### src/hdl/bmid_pkg.sv
package bmid_pkg;

    // Payload widths
    localparam int KIND_W   = 2;
    localparam int ID_W     = 8;
    localparam int STATUS_W = 3;
    localparam int COUNT_W  = 9;

    // Limit register value after reset
    localparam logic [COUNT_W-1:0] LIMIT_RESET = 9'd256;

    // Request kinds
    localparam logic [KIND_W-1:0] KIND_ALLOC    = 2'd0;
    localparam logic [KIND_W-1:0] KIND_ALLOC_ID = 2'd1;
    localparam logic [KIND_W-1:0] KIND_FREE     = 2'd2;

    // Result status codes
    localparam logic [STATUS_W-1:0] STAT_OK        = 3'd0;
    localparam logic [STATUS_W-1:0] STAT_NONE_FREE = 3'd1;
    localparam logic [STATUS_W-1:0] STAT_TAKEN     = 3'd2;
    localparam logic [STATUS_W-1:0] STAT_RANGE     = 3'd3;
    localparam logic [STATUS_W-1:0] STAT_NOT_ALLOC = 3'd4;

    // Sequencer states
    typedef enum logic [1:0] {
        S_CLEAR,
        S_IDLE,
        S_MOD
    } state_t;

endpackage

### src/hdl/bmid_ifs.sv
interface bmid_req_if;
    import bmid_pkg::*;

    logic              valid;
    logic              ready;
    logic [KIND_W-1:0] kind;
    logic [ID_W-1:0]   req_id;

    modport source (output valid, output kind, output req_id, input ready);
    modport sink (input valid, input kind, input req_id, output ready);
endinterface

interface bmid_rsp_if;
    import bmid_pkg::*;

    logic                valid;
    logic                ready;
    logic [ID_W-1:0]     result_id;
    logic [STATUS_W-1:0] status;
    logic [COUNT_W-1:0]  free_count;

    modport source (output valid, output result_id, output status, output free_count,
                    input ready);
    modport sink (input valid, input result_id, input status, input free_count,
                  output ready);
endinterface

### src/hdl/bmid_ram.sv
module bmid_ram #(
    parameter int WIDTH = 64,
    parameter int DEPTH = 4,
    localparam int AW = (DEPTH > 1) ? $clog2(DEPTH) : 1
) (
    input  logic             clk,
    input  logic             we,
    input  logic [AW-1:0]    waddr,
    input  logic [WIDTH-1:0] wdata,
    input  logic             re,
    input  logic [AW-1:0]    raddr,
    output logic [WIDTH-1:0] rdata
);

    logic [WIDTH-1:0] mem [DEPTH];
    logic [WIDTH-1:0] rdata_reg;

    // Write port
    always_ff @(posedge clk)
    begin
        if (we)
        begin
            mem[waddr] <= wdata;
        end
    end

    // Registered read port
    always_ff @(posedge clk)
    begin
        if (re)
        begin
            rdata_reg <= mem[raddr];
        end
    end

    assign rdata = rdata_reg;

endmodule

### src/hdl/bmid_ffz.sv
module bmid_ffz #(
    parameter int N = 8,
    localparam int IW = (N > 1) ? $clog2(N) : 1
) (
    input  logic [N-1:0]  vec,
    output logic          any,
    output logic [IW-1:0] idx
);

    localparam int P = 1 << IW;

    logic [P-1:0]  v_lvl [IW+1];
    logic [IW-1:0] i_lvl [IW+1][P];

    // Load the leaves, pad unused ones as clear
    for (genvar j = 0; j < P; j++)
    begin : g_leaf
        if (j < N)
        begin : g_real
            assign v_lvl[0][j] = vec[j];
        end
        else
        begin : g_pad
            assign v_lvl[0][j] = 1'b0;
        end
        assign i_lvl[0][j] = '0;
    end

    // Combine pairs, lower half wins
    for (genvar k = 0; k < IW; k++)
    begin : g_lvl
        for (genvar j = 0; j < (P >> (k + 1)); j++)
        begin : g_node
            assign v_lvl[k+1][j] = v_lvl[k][2*j] | v_lvl[k][2*j+1];
            assign i_lvl[k+1][j] = v_lvl[k][2*j] ? i_lvl[k][2*j]
                                 : (i_lvl[k][2*j+1] | IW'(1 << k));
        end
    end

    assign any = v_lvl[IW][0];
    assign idx = i_lvl[IW][0];

endmodule

### src/hdl/bitmap_id_allocator_top.sv
// Bitmap identifier allocator, lowest free first.
// Channels: req (sink) carries kind and req_id; rsp (source) carries result_id,
// status and free_count. An item moves when valid and ready are both high.
// cfg_we/cfg_data write the identifier limit; write it only while idle.
// Every request gives exactly one result item, in request order.
// An accepted item passes the modify step, then the output register, to rsp.
// No request is taken in the modify step. The bitmap word is read from the
// RAM in the accept cycle and written back in the following cycle, so the
// single read-modify-write of the word RAM ends before a new request is taken.
// A per-word full bit in flops picks the lowest non-full word for an allocate.
// Reset: used count clears, limit becomes 256, then a clearing pass zeroes the
// word RAM, one word a cycle; req.ready stays low until it ends.
// Stall: the result waits in an output register; a new item is taken only
// when that register is empty or being emptied in the same cycle.
module bitmap_id_allocator_top #(
    parameter int MAX_IDS   = 256,
    parameter int WORD_BITS = 64
) (
    input  logic                         clk,
    input  logic                         rst_n,
    input  logic                         cfg_we,
    input  logic [bmid_pkg::COUNT_W-1:0] cfg_data,
    bmid_req_if.sink                     req,
    bmid_rsp_if.source                   rsp
);
    import bmid_pkg::*;

    localparam int NWORDS   = (MAX_IDS + WORD_BITS - 1) / WORD_BITS;
    localparam int WA       = (NWORDS > 1) ? $clog2(NWORDS) : 1;
    localparam int BW       = $clog2(WORD_BITS);
    localparam int CW       = $clog2(NWORDS * WORD_BITS);
    localparam int CMPW     = (CW > COUNT_W) ? CW : COUNT_W;
    localparam int MAX_CLIP = (MAX_IDS > 511) ? 511 : MAX_IDS;

    state_t state_reg, state_next;

    logic [COUNT_W-1:0]   id_limit_reg;
    logic [COUNT_W-1:0]   used_reg;
    logic [COUNT_W-1:0]   used_next;
    logic [WA-1:0]        clr_cnt_reg;
    logic [NWORDS-1:0]    full_reg;

    logic [KIND_W-1:0]    kind_reg;
    logic [ID_W-1:0]      rid_reg;
    logic [BW-1:0]        req_bit_reg;
    logic [WA-1:0]        word_reg;
    logic [CMPW-1:0]      base_reg;
    logic                 nonfull_reg;
    logic                 range_err_reg;

    logic                 out_valid_reg;
    logic [ID_W-1:0]      out_id_reg;
    logic [STATUS_W-1:0]  out_status_reg;
    logic [COUNT_W-1:0]   out_free_reg;

    logic                 req_ready;
    logic                 clr_active;
    logic                 accept;
    logic [COUNT_W-1:0]   lim;
    logic                 range_err;
    logic [WA-1:0]        req_word;
    logic [BW-1:0]        req_bit;

    logic                 sum_any;
    logic [WA-1:0]        sum_idx;
    logic [WORD_BITS-1:0] rd_data;
    logic                 bit_any;
    logic [BW-1:0]        bit_idx;

    logic                 ram_we;
    logic [WA-1:0]        ram_waddr;
    logic [WORD_BITS-1:0] ram_wdata;
    logic [WA-1:0]        ram_raddr;

    logic                 mod_we;
    logic [WORD_BITS-1:0] mod_wdata;
    logic [ID_W-1:0]      mod_id;
    logic [STATUS_W-1:0]  mod_status;
    logic [COUNT_W-1:0]   mod_free;
    logic [CMPW-1:0]      cand_id;
    logic [WORD_BITS-1:0] one_word;

    assign one_word = {{(WORD_BITS-1){1'b0}}, 1'b1};

    // Effective limit
    assign lim = (int'(id_limit_reg) < MAX_IDS) ? id_limit_reg : COUNT_W'(MAX_CLIP);

    assign accept = req.valid && req_ready;

    // Split the requested identifier into word and bit
    always_comb
    begin
        req_word = '0;
        req_bit  = '0;
        for (int k = 0; k < NWORDS; k++)
        begin
            if (k * WORD_BITS <= 255)
            begin
                if ((int'(req.req_id) >= k * WORD_BITS) &&
                    (int'(req.req_id) < (k + 1) * WORD_BITS))
                begin
                    req_word = req_word | WA'(k);
                    req_bit  = req_bit | BW'(int'(req.req_id) - k * WORD_BITS);
                end
            end
        end
    end

    // Flag out-of-range identifiers and unknown kinds
    always_comb
    begin
        if (req.kind == KIND_ALLOC_ID || req.kind == KIND_FREE)
        begin
            range_err = ({1'b0, req.req_id} >= lim);
        end
        else
        begin
            range_err = (req.kind != KIND_ALLOC);
        end
    end

    // Find the lowest word that still has a free bit
    bmid_ffz #(.N(NWORDS)) u_sum_ffz (
        .vec (~full_reg),
        .any (sum_any),
        .idx (sum_idx)
    );

    // Find the lowest free bit in the word just read
    bmid_ffz #(.N(WORD_BITS)) u_bit_ffz (
        .vec (~rd_data),
        .any (bit_any),
        .idx (bit_idx)
    );

    // Word RAM port selection; write back only in the modify step
    assign ram_we    = clr_active || ((state_reg == S_MOD) && mod_we);
    assign ram_waddr = clr_active ? clr_cnt_reg : word_reg;
    assign ram_wdata = clr_active ? '0 : mod_wdata;
    assign ram_raddr = (req.kind == KIND_ALLOC) ? sum_idx : req_word;

    bmid_ram #(.WIDTH(WORD_BITS), .DEPTH(NWORDS)) u_ram (
        .clk   (clk),
        .we    (ram_we),
        .waddr (ram_waddr),
        .wdata (ram_wdata),
        .re    (accept),
        .raddr (ram_raddr),
        .rdata (rd_data)
    );

    // Modify the word and form the result
    always_comb
    begin
        mod_we     = 1'b0;
        mod_wdata  = rd_data;
        mod_id     = '0;
        mod_status = STAT_OK;
        used_next  = used_reg;
        cand_id    = base_reg + CMPW'(bit_idx);
        priority if (range_err_reg)
        begin
            mod_status = STAT_RANGE;
        end
        else if (kind_reg == KIND_ALLOC)
        begin
            if (!nonfull_reg || !bit_any || (cand_id >= CMPW'(lim)))
            begin
                mod_status = STAT_NONE_FREE;
            end
            else
            begin
                mod_we    = 1'b1;
                mod_wdata = rd_data | (one_word << bit_idx);
                mod_id    = cand_id[ID_W-1:0];
                used_next = used_reg + 9'd1;
            end
        end
        else if (kind_reg == KIND_ALLOC_ID)
        begin
            if (rd_data[req_bit_reg])
            begin
                mod_status = STAT_TAKEN;
            end
            else
            begin
                mod_we    = 1'b1;
                mod_wdata = rd_data | (one_word << req_bit_reg);
                mod_id    = rid_reg;
                used_next = used_reg + 9'd1;
            end
        end
        else
        begin
            if (!rd_data[req_bit_reg])
            begin
                mod_status = STAT_NOT_ALLOC;
            end
            else
            begin
                mod_we    = 1'b1;
                mod_wdata = rd_data & ~(one_word << req_bit_reg);
                mod_id    = rid_reg;
                used_next = used_reg - 9'd1;
            end
        end
        mod_free = (lim > used_next) ? (lim - used_next) : '0;
    end

    // Next state
    always_comb
    begin
        state_next = state_reg;
        unique case (state_reg)
            S_CLEAR:
            begin
                if (clr_cnt_reg == WA'(NWORDS - 1))
                begin
                    state_next = S_IDLE;
                end
            end
            S_IDLE:
            begin
                if (accept)
                begin
                    state_next = S_MOD;
                end
            end
            S_MOD:
            begin
                state_next = S_IDLE;
            end
            default:
            begin
                state_next = S_IDLE;
            end
        endcase
    end

    // State outputs
    always_comb
    begin
        req_ready  = 1'b0;
        clr_active = 1'b0;
        unique case (state_reg)
            S_CLEAR:
            begin
                clr_active = 1'b1;
            end
            S_IDLE:
            begin
                req_ready = !out_valid_reg || rsp.ready;
            end
            S_MOD:
            begin
                req_ready = 1'b0;
            end
            default:
            begin
                req_ready = 1'b0;
            end
        endcase
    end

    // Control registers
    always_ff @(posedge clk or negedge rst_n)
    begin
        if (!rst_n)
        begin
            state_reg     <= S_CLEAR;
            clr_cnt_reg   <= '0;
            id_limit_reg  <= LIMIT_RESET;
            used_reg      <= '0;
            full_reg      <= '0;
            out_valid_reg <= 1'b0;
        end
        else
        begin
            state_reg <= state_next;
            if (clr_active)
            begin
                clr_cnt_reg <= clr_cnt_reg + WA'(1);
            end
            if (cfg_we)
            begin
                id_limit_reg <= cfg_data;
            end
            if (state_reg == S_MOD)
            begin
                used_reg <= used_next;
                if (mod_we)
                begin
                    full_reg[word_reg] <= &mod_wdata;
                end
            end
            if (state_reg == S_MOD)
            begin
                out_valid_reg <= 1'b1;
            end
            else if (rsp.ready)
            begin
                out_valid_reg <= 1'b0;
            end
        end
    end

    // Capture the request at accept
    always_ff @(posedge clk)
    begin
        if (accept)
        begin
            kind_reg      <= req.kind;
            rid_reg       <= req.req_id;
            req_bit_reg   <= req_bit;
            word_reg      <= (req.kind == KIND_ALLOC) ? sum_idx : req_word;
            base_reg      <= CMPW'(int'(sum_idx) * WORD_BITS);
            nonfull_reg   <= sum_any;
            range_err_reg <= range_err;
        end
    end

    // Hold the result until taken
    always_ff @(posedge clk)
    begin
        if (state_reg == S_MOD)
        begin
            out_id_reg     <= mod_id;
            out_status_reg <= mod_status;
            out_free_reg   <= mod_free;
        end
    end

    assign req.ready      = req_ready;
    assign rsp.valid      = out_valid_reg;
    assign rsp.result_id  = out_id_reg;
    assign rsp.status     = out_status_reg;
    assign rsp.free_count = out_free_reg;

`ifndef SYNTH
    a_accept_to_mod: assert property (@(posedge clk) disable iff (!rst_n)
        accept |=> (state_reg == S_MOD))
        else $error("accepted item did not enter modify step");

    a_mod_slot_free: assert property (@(posedge clk) disable iff (!rst_n)
        (state_reg == S_MOD) |-> !out_valid_reg)
        else $error("output register busy in modify step");

    a_mod_to_result: assert property (@(posedge clk) disable iff (!rst_n)
        (state_reg == S_MOD) |=> out_valid_reg)
        else $error("modify step gave no result item");

    a_no_idle_write: assert property (@(posedge clk) disable iff (!rst_n)
        (state_reg == S_IDLE) |-> !ram_we)
        else $error("word RAM written while idle");

    a_full_track: assert property (@(posedge clk) disable iff (!rst_n)
        ((state_reg == S_MOD) && mod_we) |=> (full_reg[$past(word_reg)] == &$past(mod_wdata)))
        else $error("full bit does not follow written word");
`endif

endmodule

### src/flat_wrapper.sv
// flat-port wrapper written by rule: the top's interface ports become plain ports
module bitmap_id_allocator_top_flat import bmid_pkg::*;
#(
    parameter int MAX_IDS   = 256,
    parameter int WORD_BITS = 64
)
  (clk, rst_n, cfg_we, cfg_data, req_valid, req_kind, req_req_id, req_ready, rsp_valid, rsp_result_id, rsp_status, rsp_free_count, rsp_ready);
  bmid_req_if req_i ();
  bmid_rsp_if rsp_i ();
  input  logic clk;
  input  logic rst_n;
  input  logic cfg_we;
  input  logic [bmid_pkg::COUNT_W-1:0] cfg_data;
  input wire logic [$bits(req_i.valid)-1:0] req_valid;
  input wire logic [$bits(req_i.kind)-1:0] req_kind;
  input wire logic [$bits(req_i.req_id)-1:0] req_req_id;
  output wire logic [$bits(req_i.ready)-1:0] req_ready;
  output wire logic [$bits(rsp_i.valid)-1:0] rsp_valid;
  output wire logic [$bits(rsp_i.result_id)-1:0] rsp_result_id;
  output wire logic [$bits(rsp_i.status)-1:0] rsp_status;
  output wire logic [$bits(rsp_i.free_count)-1:0] rsp_free_count;
  input wire logic [$bits(rsp_i.ready)-1:0] rsp_ready;
  assign req_i.valid = req_valid;
  assign req_i.kind = req_kind;
  assign req_i.req_id = req_req_id;
  assign req_ready = req_i.ready;
  assign rsp_valid = rsp_i.valid;
  assign rsp_result_id = rsp_i.result_id;
  assign rsp_status = rsp_i.status;
  assign rsp_free_count = rsp_i.free_count;
  assign rsp_i.ready = rsp_ready;
  bitmap_id_allocator_top #(.MAX_IDS(MAX_IDS), .WORD_BITS(WORD_BITS)) u_core (.clk(clk), .rst_n(rst_n), .cfg_we(cfg_we), .cfg_data(cfg_data), .req(req_i), .rsp(rsp_i));
endmodule
### config.mk
export PLATFORM = sky130hd
export DESIGN_NAME = bitmap_id_allocator_top_flat
export DESIGN_NICKNAME = d
export VERILOG_FILES = /design/src/hdl/bmid_pkg.sv /design/src/hdl/bmid_ifs.sv /design/src/hdl/bmid_ram.sv /design/src/hdl/bmid_ffz.sv /design/src/hdl/bitmap_id_allocator_top.sv /design/src/flat_wrapper.sv
export SDC_FILE = /design/constraint.sdc
export NUM_CORES = 1
export LEC_CHECK = 0
export BUFFER_PORTS_ARGS = -buffer_cell sky130_fd_sc_hd__buf_4
export CORE_AREA = 2 2 183 185
export CTS_CLUSTER_DIAMETER = 40
export CTS_CLUSTER_SIZE = 28
export DETAILED_ROUTE_END_ITERATION = 6
export DIE_AREA = 0 0 185 187
export PLACE_DENSITY = 0.79
export RECOVER_POWER = 25
export SLEW_MARGIN = 20
export SYNTH_ARGS = -nofsm -noshare
export SYNTH_HDL_FRONTEND = slang
export SYNTH_HIERARCHICAL = 1
export SYNTH_SLANG_ARGS = --single-unit
### constraint.sdc
create_clock -name clk -period 11.02 [get_ports clk]
set_input_delay 2.204 -clock clk [delete_from_list [all_inputs] [get_ports clk]]
set_output_delay 2.204 -clock clk [all_outputs]
set_load 0.05 [all_outputs]
==> flow_summary_export.csv, run 1 <==
group,metric,value,unit
outcome,status,"finished with violations",
outcome,violations,"capacitance limit, slew limit",
yosys,synth.cell_area,0.0203,sq mm
final_layout,largest_reg_flops,256,
power_and_ir_drop,power.clock.fraction,25.9,%
yosys,netlist_instances,1636,
drt,dr.pass1.iters,7,
global_route,met1_usage,53.2,%
yosys,synthFlopType,"edfxtp_1",
global_route,grt_pass1_vias,14900,
cts,root_buffer,"clkbuf_16",
final_layout,drive_gt1_share,14.5,%
placed_design,port_buffers,45,
yosys,yosysSeqAreaShare,57.0,%
timing,slew_viol_final,269,
floorplan,die_area,0.0346,sq mm
timing,period_share,78.9,%
yosys,yosysTopAreaCellShare,53.6,%
yosys,synth_edf_count,362,
worst_setup_path,worstReg2RegStart,"u_core/req_bit_reg[1]",
global_route,use_met3,9.33,%
timing,relSlewSlack,-139,%
timing,tns,0,ps
global_route,grtUsageMet2,57.0,%
power_and_ir_drop,intPower,0.00366,W
cts,clk_pin_slew,60,ps
global_route,track_usage,38.7,%
worst_setup_path,cp-end-kind,"register",
worst_setup_path,crit_path_start_kind,"register",
power_and_ir_drop,p_leak,7.81,nW
power_and_ir_drop,seq_power_share,41.7,%
floorplan,coreArea,0.0329,sq mm
floorplan,ios,46,
power_and_ir_drop,power,0.00584,W
min_path,hold_end,"u_core/id_limit_reg[3]",
cts,clk_latency,580,ps
drt,final_antenna_net_count,0,
global_route,busiest_layer,"met2",
global_route,grt_max_degree,66,
final_layout,n_antenna_cell,0,
timing,fmax,115,MHz
yosys,async_reset_ff_share,6.94,%
worst_setup_path,r2r_end,"u_core/rsp.free_count[3]",
timing,min_period,8690,ps
global_route,antenna_found_initial,0,
worst_setup_path,required,11430,ps
worst_setup_path,arrival,9100,ps
yosys,synthTopCellsByCount,"edfxtp_1 (362), nor2_1 (163), inv_1 (113), a21oi_1 (86), nand2_1 (79)",
yosys,yosys-top-cells-area,"edfxtp_1 (54%), mux4_2 (7.3%), dfrtp_1 (3.2%), nor2_1 (3.0%), a21oi_1 (2.1%)",
placed_design,routabilityCongestion,1.10,
timing,finalSetupViolCount,0,
global_route,grt_pass1_wl,97000,um
yosys,synth-seq-cells,389,
power_and_ir_drop,power_switching_share,37.3,%
cts,cts_buffer_depth,3,
timing,rsz0062_at_grt,"false",
placed_design,dp_hpwl,45900,um
timing,tightest_slew,3580,ps
worst_setup_path,r2r_cells,22,
drt,drt-wirelength-per-cell,30.4,um
floorplan,rows,67,
cts,cts-hold-fix-buffers,0,
min_path,holdPathStages,1,
worst_setup_path,critical_path.startpoint,"u_core/req_bit_reg[1]",
global_route,grt-ovfl-total,0,
worst_setup_path,r2r_slack,2330,ps
yosys,ys_warn_count,6,
timing,hold_slack,510,ps
yosys,yosysTopAreaCell,"edfxtp_1",
worst_setup_path,worstSetupPathType,"register to register",
worst_setup_path,path_max_fanout,44,
cts,cts_resized,0,
floorplan,start_util,61.7,%
yosys,yosysMostFrequentCell,"edfxtp_1",
cts,cts_buffers,44,
power_and_ir_drop,pwr-share-comb,32.4,%
final_layout,fill_cells,2408,
drt,vias,15300,
min_path,min_from,"u_core/id_limit_reg[3]",
final_layout,final_nets,1727,
cts,cts_tree,"done",
final_layout,postLayoutCoreUtil,68.0,%
drt,drt-initial-drc-count,2432,
power_and_ir_drop,cellPowerDensity,261,mW/mm^2
cts,postCtsSetupBuffers,0,
timing,hold_viol_final,0,
timing,fin_ws,2330,ps
min_path,hp-class,"register to register",
power_and_ir_drop,switchingPower,0.00218,W
cts,cts.sinks,389,
placed_design,post-place-ws,3700,ps
timing,skew,18.6,ps
power_and_ir_drop,ir_drop,0.000192,V
drt,drc_errors,0,
yosys,syn_nets,1691,
drt,via_per_inst,7.08,
run,maxCapViolations,7,
yosys,syn_avg_cell_area,12.4,sq um
yosys,ys_types,98,
cts,cts_max_level,2,
final_layout,area_delta_synth_final,10.3,%
drt,drt_wl_total,65600,um
floorplan,die_y,187,um
floorplan,dieWidth,185,um
-- cell type report --
class	instances	area, sq um	share of cell area [%]
timing repair buffer	83	488	2.18
clock inverter	36	424	1.90
inverter	115	432	1.93
clock buffer	46	1130	5.05
sequential	389	11500	51.6
multi-input combinational	1039	7780	34.8
tap	448	561	2.51
-- kinds of logic after synthesis --
family                     after synthesis  share of synthesized area, %
muxes                                  111                          10.0
DFF                                    389                          57.0
xor gates and xnor gates                17                         0.735
buffers and inverters                  208                          4.80
adders and majority gates               31                          1.95
AOI/OAI and AO/OA                      368                          12.2
and+or+nand+nor                        512                          13.4
-- worst max-delay path by stage --
stage | end | slack, ps
4_1_cts | u_core/rsp.free_count[5] | 3630
5_1_grt | u_core/rsp.free_count[3] | 1990
3_5_place_dp | u_core/rsp.free_count[7] | 3700
6_report | u_core/rsp.free_count[3] | 2330
2_1_floorplan | u_core/u_ram/mem[0][0] | 2200
3_3_place_gp | u_core/rsp.free_count[5] | 4060
-- placed cells by master, fill, tap and decap left out, drive strengths merged, types with 6 or more instances in the layout --
master    instances
o22ai            12
nand2b           19
mux2             18
clkinv           19
nor2b            34
or4               6
ha               30
nand2            80
nor2            166
inv             122
xor2              8
clkinvlp          6
a22oi            18
a211oi           16
buf              45
nor3             51
a32o              6
and3             11
and2             19
o211ai            8
clkbuf           84
nor3b            10
nor4             25
a21oi            87
nand4            19
o21ai            59
mux2i            23
a21boi           10
xnor2             9
o31ai            16
a32oi             6
a221oi            8
edfxtp          362
dfrtp            26
mux4             70
a21o             14
a31oi            45
nand3            42
-- worst max-delay path, stage by stage, from the launching register on --
cell and delay [ps]:
edfxtp_1 320, clkbuf_1 2290, mux2i_1 370, mux4_2 700, a32o_1 380, nor3_2 200, buf_4 270, nand2_1 400
inv_1 430, nand2_1 130, xor2_1 160, a32oi_1 220, o22ai_1 130, ha_1 380, o21ai_0 130, a21boi_0 270
o21ai_0 140, a21boi_0 250, o21ai_0 140, a21boi_0 310, o21ai_0 150, a21oi_1 430, nor3b_1 250
-- power by group through the flow --
stage / Clock, W / Sequential [W] / Combinational [W]
2_1_floorplan: 0 / 0.00240 / 0.00121
3_3_place_gp: 0 / 0.00241 / 0.00180
3_5_place_dp: 0 / 0.00244 / 0.00183
4_1_cts: 0.00153 / 0.00242 / 0.00184
5_1_grt: 0.00158 / 0.00246 / 0.00200
6_report: 0.00151 / 0.00244 / 0.00189
-- per-layer routing --
layer  routed length, um  part of all wire, %
met2               29000                   44
met4                4160                  6.3
met1               24700                   38
met3                7740                   12
met5                   0                    0
-- stage by stage --
stage                     instances  cell area (sq um)
after detailed placement       2074              21000
after floorplan                1636              20300
after global placement         2074              21000
after CTS                      2156              22500
final                          2156              22400
after global routing           2156              22400
(Power assumes the default switching activity.)
==> run 2, diff against run 1 <==
clock period = 8.7 ns   (was 11.02 ns; I/O delays follow)
==> run 2 against run 1 <==
  * The flow still finishes with violations (capacitance limit, slew limit)
  * Worst hold slack lost 0.52 ps
  * Fmax grew 20%
  * Non-clock buffer count shrank 4
  * Via count rose by 1.1%
  * Utilization increased by 0.12 points
  * Sequential share of layout area is 0.089 points lower
  * Clock-buffer cell count rose by 4
  * Die area unchanged
  * Critical path type unchanged
  * Highest routed layer is now met5
==> flow_summary_export.csv, run 2 (synthesized netlist as in run 1, its figures left out) <==
group,metric,value,unit
timing,relSlewSlack,-137,%
power_and_ir_drop,cellPowerDensity,335,mW/mm^2
worst_setup_path,cp-end-kind,"register",
cts,clk_latency,590,ps
floorplan,coreArea,0.0329,sq mm
min_path,hp-class,"register to register",
cts,cts_max_level,2,
worst_setup_path,arrival,7650,ps
timing,rsz0062_at_grt,"false",
floorplan,start_util,61.7,%
cts,cts-hold-fix-buffers,0,
timing,slew_viol_final,299,
cts,postCtsSetupBuffers,0,
timing,tns,0,ps
final_layout,final_common_cell,"edfxtp_1",
worst_setup_path,crit_path_start_kind,"register",
cts,root_buffer,"clkbuf_16",
global_route,track_usage,40.0,%
timing,finalSetupViolCount,0,
timing,fmax,138,MHz
placed_design,dp_hpwl,47200,um
final_layout,drive_gt1_share,14.6,%
cts,cts_tree,"done",
final_layout,area_delta_synth_final,10.5,%
global_route,grt_pass1_wl,99200,um
drt,drt-initial-drc-count,2662,
global_route,grt-ovfl-total,0,
worst_setup_path,worstSetupPathType,"register to register",
floorplan,rows,67,
drt,drt_wl_total,67700,um
run,maxCapViolations,8,
global_route,grt_pass1_vias,15100,
drt,via_per_inst,7.15,
final_layout,final_cell_mix,"edfxtp_1 (362), nor2_1 (163), inv_1 (113)",
global_route,grt_max_degree,52,
cts,cts.sinks,389,
final_layout,fill_cells,2412,
floorplan,ios,46,
timing,hold_viol_final,0,
final_layout,final_nets,1725,
power_and_ir_drop,p_leak,7.83,nW
placed_design,routabilityCongestion,1.11,
floorplan,die_area,0.0346,sq mm
outcome,status,"finished with violations",
cts,cts_buffer_depth,3,
floorplan,dieWidth,185,um
timing,tightest_slew,3560,ps
final_layout,largest_reg_flops,256,
cts,cts_resized,0,
drt,vias,15400,
cts,clk_pin_slew,60,ps
worst_setup_path,path_max_fanout,11,
timing,skew,24.9,ps
drt,drc_errors,0,
timing,fin_ws,1460,ps
floorplan,die_y,187,um
timing,min_period,7240,ps
placed_design,post-place-ws,1570,ps
drt,final_antenna_net_count,0,
worst_setup_path,required,9110,ps
timing,period_share,83.3,%
global_route,antenna_found_initial,1,
drt,drt-wirelength-per-cell,31.4,um
placed_design,port_buffers,45,
drt,dr.pass1.iters,7,
cts,cts_buffers,46,
power_and_ir_drop,ir_drop,0.000246,V
outcome,violations,"capacitance limit, slew limit",
[run 2: changes by cell type in the layout (fill, tap and decap cells not counted), sizes merged]
cell | previous run | this run
buf | 45 | 41
clkinv | 19 | 15
diode | 0 | 2
inv | 122 | 128
clkbuf | 84 | 88
clkinvlp | 6 | 4
[run 2: worst paths after layout]
kind / depth (start not counted) / to / startpoint / slack [ps]
max: 26 / u_core/rsp.free_count[7] / u_core/u_ram/rdata[0] / 1460
min: 1 / u_core/id_limit_reg[3] / u_core/id_limit_reg[3] / 510
max reg2reg: 26 / u_core/rsp.free_count[7] / u_core/u_ram/rdata[0] / 1460
min reg2reg: 1 / u_core/id_limit_reg[3] / u_core/id_limit_reg[3] / 510
max in group asynchronous: 1 / u_core/used_reg[5] / rst_n / 6280
min in group asynchronous: 1 / u_core/state_reg[0] / rst_n / 1530
[run 2: layout make-up]
| type | instances | area (sq um) | share of cell area, % |
|---|---|---|---|
| antenna | 2 | 5.00 | 0.0223 |
| clock buffer | 50 | 1170 | 5.21 |
| clock inverter | 36 | 443 | 1.98 |
| inverter | 115 | 432 | 1.93 |
| multi-input combinational | 1039 | 7790 | 34.8 |
| sequential | 389 | 11500 | 51.6 |
| tap | 448 | 561 | 2.50 |
| timing repair buffer | 79 | 458 | 2.04 |
[run 2: critical path: stages, from the launching register on]
cell	delay [ps]
edfxtp_1	410
inv_1	100
nor4_2	500
nand4_4	300
nor3_4	530
o31ai_1	160
o311a_1	510
inv_1	170
ha_1	150
nor2b_1	50
o21ai_0	370
a21oi_1	130
o31ai_1	470
nor2_1	290
a221oi_1	350
a2bb2oi_1	360
ha_1	210
nor2b_1	110
o21ai_0	110
a21boi_0	250
o21ai_0	130
a21boi_0	250
o21ai_0	130
a21boi_0	270
o21ai_0	150
a21oi_1	380
nor3b_1	230
[run 2: where the power goes]
part	leakage [nW]	switching, W	internal [W]
registers	3.68	0.000280	0.00282
logic	3.38	0.00172	0.000697
clock network	0.769	0.000841	0.00114
[run 2: routing by layer]
metal	share of wire, %	track usage (%)	vias to the layer above
met5	0.019	0	-
met4	6.6	21.6	2
met3	12	10.4	321
met2	44	60.0	1251
met1	37	53.7	7476
li1	-	-	6386
[run 2: through the flow]
stage | total power, W | instance area, sq um | util, % | hold WS [ps] | std cells
final | 0.00749 | 22400 | 68.2 | 509 | 2158
after global placement | 0.00537 | 20900 | 63.7 | 491 | 2070
after detailed placement | 0.00544 | 20900 | 63.7 | 497 | 2070
after floorplan | 0.00458 | 20300 | - | 464 | 1636
after global routing | 0.00775 | 22400 | 68.1 | 524 | 2156
after CTS | 0.00742 | 22500 | 68.6 | 511 | 2156
